==> src/design/qau_pkg.sv <==
`default_nettype none

package qau_pkg;

   localparam int DATA_W     = 32;
   localparam int FRAC_W     = 27;
   localparam int TOL_W      = 28;
   localparam int NORM_W     = 31;
   localparam int PROD_W     = 2 * DATA_W;
   localparam int HSUM_W     = PROD_W + 2;
   localparam int SQ_W       = PROD_W;
   localparam int RAW_W      = DATA_W + 8;
   localparam int NUM_W      = DATA_W + 1;
   localparam int SQQ_W      = SQ_W - FRAC_W + 1;
   localparam int ROOT_W     = SQ_W / 2;
   localparam int REM_W      = ROOT_W + 2;
   localparam int MAG_W      = ROOT_W + 1;
   localparam int DEN_W      = SQQ_W;
   localparam int QUO_W      = DATA_W;
   localparam int NUMER_W    = DATA_W + FRAC_W;
   localparam int LANES      = 4;

   localparam int REQ_DATA_W = 9 * DATA_W;
   localparam int REQ_USER_W = 4;
   localparam int SOS_LSB    = LANES * DATA_W;
   localparam int MAG_LSB    = SOS_LSB + NORM_W;
   localparam int UNIT_BIT   = MAG_LSB + NORM_W;
   localparam int STAT_LSB   = UNIT_BIT + 1;
   localparam int RSP_BITS   = STAT_LSB + 2;
   localparam int RSP_DATA_W = ((RSP_BITS + 7) / 8) * 8;

   localparam logic [TOL_W-1:0] TOL_RESET = TOL_W'(134);

   typedef enum logic [3:0] {
      CMD_MUL       = 4'd0,
      CMD_ADD       = 4'd1,
      CMD_SUB       = 4'd2,
      CMD_SCALE     = 4'd3,
      CMD_DIVIDE    = 4'd4,
      CMD_CONJ      = 4'd5,
      CMD_INVERT    = 4'd6,
      CMD_NORMALIZE = 4'd7,
      CMD_NORM      = 4'd8,
      CMD_DERIV     = 4'd9
   } cmd_type;

   typedef enum logic [1:0] {
      STATUS_OK  = 2'd0,
      STATUS_SAT = 2'd1,
      STATUS_DZ  = 2'd2
   } status_type;

   typedef struct packed {
      cmd_type                         cmd;
      logic [LANES-1:0][RAW_W-1:0]     raw;
      logic [LANES-1:0][NUM_W-1:0]     num;
      logic [DATA_W-1:0]               k;
      logic [SQQ_W-1:0]                s_q;
      logic [NORM_W-1:0]               sos;
      logic [NORM_W-1:0]               mag;
      logic                            unit;
      logic                            ovf;
      logic                            dz;
      logic                            use_div;
      logic                            den_neg;
   } pay_type;

   typedef struct packed {
      logic [SQ_W-1:0]   rad;
      logic [REM_W-1:0]  rem;
      logic [ROOT_W-1:0] root;
      pay_type           pay;
   } sqrt_stage_type;

   typedef struct packed {
      logic [DEN_W-1:0] rem;
      logic [QUO_W-1:0] nq;
      logic             neg;
      logic             povf;
   } div_lane_type;

   typedef struct packed {
      div_lane_type [LANES-1:0] lane;
      logic [DEN_W-1:0]         den;
      pay_type                  pay;
   } div_stage_type;

endpackage

`default_nettype wire

==> src/design/qau_back.sv <==
`default_nettype none

module qau_back (
   input  logic                              clock,
   input  logic                              reset,
   input  logic                              in_valid,
   input  qau_pkg::div_stage_type            in_stage,
   output logic                              adv,
   output logic                              out_valid,
   input  logic                              out_ready,
   output logic [qau_pkg::RSP_DATA_W-1:0]    out_data
);

   localparam int DW = qau_pkg::DATA_W;
   localparam int RW = qau_pkg::RAW_W;
   localparam logic signed [RW-1:0] OVER_POS = RW'(1) <<< DW;
   localparam logic signed [RW-1:0] SAT_MAX  = (RW'(1) <<< (DW - 1)) - RW'(1);
   localparam logic signed [RW-1:0] SAT_MIN  = -(RW'(1) <<< (DW - 1));

   logic signed [RW-1:0]              wide [qau_pkg::LANES];
   logic signed [qau_pkg::NUM_W-1:0]  qs [qau_pkg::LANES];
   logic [qau_pkg::LANES-1:0]         sat_hi, sat_lo;
   logic [qau_pkg::LANES-1:0][DW-1:0] res;
   qau_pkg::status_type               status;
   logic [qau_pkg::RSP_DATA_W-1:0]    data_in, data_ff;
   logic                              valid_ff;

   always_comb begin
      for (int i = 0; i < qau_pkg::LANES; i++) begin
         qs[i] = in_stage.lane[i].neg ? -$signed({1'b0, in_stage.lane[i].nq})
                                      : $signed({1'b0, in_stage.lane[i].nq});
         if (!in_stage.pay.use_div) begin
            wide[i] = $signed(in_stage.pay.raw[i]);
         end else if (in_stage.lane[i].povf) begin
            wide[i] = in_stage.lane[i].neg ? -OVER_POS : OVER_POS;
         end else begin
            wide[i] = RW'(qs[i]);
         end
         sat_hi[i] = !in_stage.pay.dz && (wide[i] > SAT_MAX);
         sat_lo[i] = !in_stage.pay.dz && (wide[i] < SAT_MIN);
         if (in_stage.pay.dz) begin
            res[i] = '0;
         end else if (sat_hi[i]) begin
            res[i] = SAT_MAX[DW-1:0];
         end else if (sat_lo[i]) begin
            res[i] = SAT_MIN[DW-1:0];
         end else begin
            res[i] = wide[i][DW-1:0];
         end
      end
      if (in_stage.pay.dz) begin
         status = qau_pkg::STATUS_DZ;
      end else if ((|sat_hi) || (|sat_lo) || in_stage.pay.ovf) begin
         status = qau_pkg::STATUS_SAT;
      end else begin
         status = qau_pkg::STATUS_OK;
      end
      data_in = qau_pkg::RSP_DATA_W'({status, in_stage.pay.unit, in_stage.pay.mag,
                                      in_stage.pay.sos, res});
   end

   assign adv = !valid_ff || out_ready;

   always_ff @(posedge clock) begin
      if (reset) begin
         valid_ff <= 1'b0;
      end else if (adv) begin
         valid_ff <= in_valid;
      end
   end

   always_ff @(posedge clock) begin
      if (adv && in_valid) begin
         data_ff <= data_in;
      end
   end

   assign out_valid = valid_ff;
   assign out_data  = data_ff;

endmodule

`default_nettype wire

==> config.mk <==
export PLATFORM = sky130hd
export DESIGN_NAME = qau_back
export DESIGN_NICKNAME = d
export VERILOG_FILES = /design/src/design/qau_pkg.sv /design/src/design/qau_back.sv
export SDC_FILE = /design/constraint.sdc
export NUM_CORES = 1
export LEC_CHECK = 0
export BUFFER_PORTS_ARGS = -buffer_cell sky130_fd_sc_hd__buf_2
export CAP_MARGIN = 20
export CORE_AREA = 5 5 368 370
export DETAILED_ROUTE_END_ITERATION = 8
export DIE_AREA = 0 0 373 375
export GPL_TIMING_DRIVEN = 1
export SYNTH_ARGS = -nofsm -noshare
export SYNTH_HDL_FRONTEND = slang
export SYNTH_SLANG_ARGS = --single-unit
==> constraint.sdc <==
create_clock -name clock -period 15.7 [get_ports clock]
set_input_delay 1.57 -clock clock [delete_from_list [all_inputs] [get_ports clock]]
set_output_delay 1.57 -clock clock [all_outputs]
set_load 0.1 [all_outputs]
==> impl_metrics.ini <==
[status]
result_of_the_run = finished, final reports clean

[synth]
synth_edf_count = 193
netlist_top_cells_area = sky130_fd_sc_hd__edfxtp_1, sky130_fd_sc_hd__xnor2_1, sky130_fd_sc_hd__a21oi_1
synthDominantAreaCellType = sky130_fd_sc_hd__edfxtp_1
synth_seq_cells = 194
post-synth-top-area-fraction_pct = 48.7
synthCells = 1120
yosysWarnings = 0
synth_sequential_area_ratio_pct = 48.8
primary_flip_flop_cell_chosen_by_synthesis_mapping = sky130_fd_sc_hd__edfxtp_1
ys_async_sr_fraction_pct = 0
synth_cell_types = 66
mappedNetlistArea_um2 = 11900
syn_avg_cell_area_um2 = 10.6

[sta]
min_period_over_period_pct = 30.8
fin_skew_ns = 0.0113
hold_violations = 0
final.hold.worst_slack_ns = 0.558
timing_max_transition_violations_final = 0
timing_worst_slew_pin_value_ns = 1.12
setup_tns_ns = 0
setup_violations = 0
achievable-frequency_mhz = 207
maxSlewHeadroom_pct = 24.7
timing.final.ws_setup_ns = 10.86
rsz0062_at_grt = no
finalWorstPathRequiredPeriod_ns = 4.84

[final_layout]
area_used_by_multi_input_combinational_logic_um2 = 5640
layout.nets = 2400
final_cells = 3440
layout.cells.most_common = sky130_fd_sc_hd__buf_2
layout-drive-gt1-share_pct = 40.7
final.fill_count = 15161
layout.area.seq_um2 = 5820
layout-area-overhead-vs-synth_pct = 46.7
final_cell_mix = sky130_fd_sc_hd__buf_2, sky130_fd_sc_hd__edfxtp_1, sky130_fd_sc_hd__a21oi_1

[worst_hold_path]
hold-path-cell-count = 2
min-delay-path-class = reg2reg

[worst_setup_path]
startpoint = in_stage[1]
critical_path.reg2reg.endpoint = out_data[77]
worstPathArrival_ns = 5.08
crit_path_top_delay_cell = sky130_fd_sc_hd__o21ai_0
r2r_slack_ns = 12.83
critPathMaxFanout = 60
launching_point_of_the_worst_reg2reg_path = out_valid
logic_depth_of_the_worst_register_to_register_path = 4
cpPeakStageDelay_ns = 0.73
critical_path_required_ns = 15.94
worst_setup_path_end_kind = flip-flop
worstPathCellList = buf_2 -> buf_4 -> inv_4 -> buf_4 -> nand4_1 -> o22a_1 -> o21ai_0 -> a41oi_2
setup.worst_path.class = in2reg
critical_path.startpoint_type = input port
timing.critical_path.mode_cell = sky130_fd_sc_hd__buf_4
crit_end = out_data[191]

[clock_network]
clock-sinks = 194
cts_setup_buffers = 0
clk_transition_reported_paths_ns = 0.09
number_of_levels_in_the_clock_h_tree = 4
cts.repair.resized = 0
cts_tree = built
cts_buffers = 17
clockRootBuffer = sky130_fd_sc_hd__clkbuf_16
cts_hold_buf = 0
ctsLongestPathBuffers = 2
worstSkewPairLatency_ns = 0.54

[place]
gp_congestion = 0.896
numPlacedInstances = 3382
pre_cts_ws_ns = 10.31
io_buffer_count = 560
dpl.hpwl_um = 70000

[pwr]
power_leakage_uw = 0.00632
ir_drop_mv = 0.0864
pwr_density_cell_nw_per_um2 = 101

[grt]
grt_pass1_vias = 12043
global_route_wire_length_before_repair_um = 110000
grt_overflow_total = 0
grt_start_max_net_pins = 76
gr-usage-all-layers_pct = 11.7
grt_antenna_before_repair = 71

[route]
dr_total_vias = 12089
drt-wirelength-per-cell_um = 24.6
wirelength_um = 84500
drt_pre_antenna_iters = 5
detail_route.vias_per_cell = 3.51
detailedRoute.firstIterationViolations = 726
drc = 0
drt.antenna.violating_nets = 0

[die]
core_area_um2 = 132000
die_width_um = 373
placement_rows = 134
design.die.area_um2 = 140000
boundary_pins = 965
start_util_pct = 9.00
die_h_um = 375

[run]
timing.max_cap.violations = 0
metrics by stage:
step	util, %	cell area (µm²)	power [µW]
global placement	12.7	16800	1260
finish	13.2	17500	1770
floorplan	-	11900	1060
detailed placement	12.7	16800	1260
global route	13.2	17400	1860
CTS	13.2	17400	1810
where the power goes:
group | switching, µW | internal, µW | total, µW
Clock | 292 | 237 | 529
Combinational | 488 | 124 | 612
Sequential | 11.3 | 618 | 629
Total | 792 | 978 | 1770
worst min-delay path by stage:
| stage | to | from |
|---|---|---|
| finish | out_valid | out_valid |
| detailed placement | out_valid | out_valid |
| floorplan | out_valid | reset |
| CTS | out_valid | out_valid |
| global placement | out_valid | out_valid |
| global route | out_valid | out_valid |
registers in the layout (all words and copies together) (netlist names):
register	count
out_data	193
out_valid	1
per-layer routing:
layer	part of all wire [%]	track usage, %	wire length [µm]
met5	0.23	0	195
met4	3.7	4.07	3120
met3	16	8.03	13200
met2	40	16.5	33500
met1	41	14.0	34500
cells by family (layout without fill, tap and decap cells):
family,after synthesis,after routing,synth area share (%)
xor gates and xnor gates,118,118,8.68
muxes,6,6,0.504
other,1,33,0.0315
and+or+nand+nor,270,270,12.1
adders and majority gates,4,4,0.420
DFF,194,194,48.8
AOI/OAI and AO/OA,411,411,25.2
buffers and inverters,116,636,4.22
Yosys cell counts, drive strengths merged, types with 25 or more instances:
| master | instances |
|---|---|
| a21oi | 105 |
| a22o | 40 |
| o41ai | 33 |
| nand2 | 97 |
| or4 | 25 |
| xor2 | 46 |
| clkbuf | 84 |
| edfxtp | 193 |
| o2bb2ai | 48 |
| o31ai | 71 |
| o21ai | 62 |
| xnor2 | 72 |
layout make-up:
type	count	share of cell area (%)
diodes	26	0.373
well taps	1768	12.7
repair buffers	588	17.3
flip-flops and latches	194	33.3
clock inverters	15	1.26
multi-input cells	816	32.3
clock buffers	17	2.44
inverters	16	0.358
worst max-delay path: cells and delay by family:
kind / cells / cell delay, ns
buffers and inverters: 4 / 1.42
AOI/OAI and AO/OA: 3 / 1.34
and+or+nand+nor: 1 / 0.58
(Power assumes the default switching activity.)
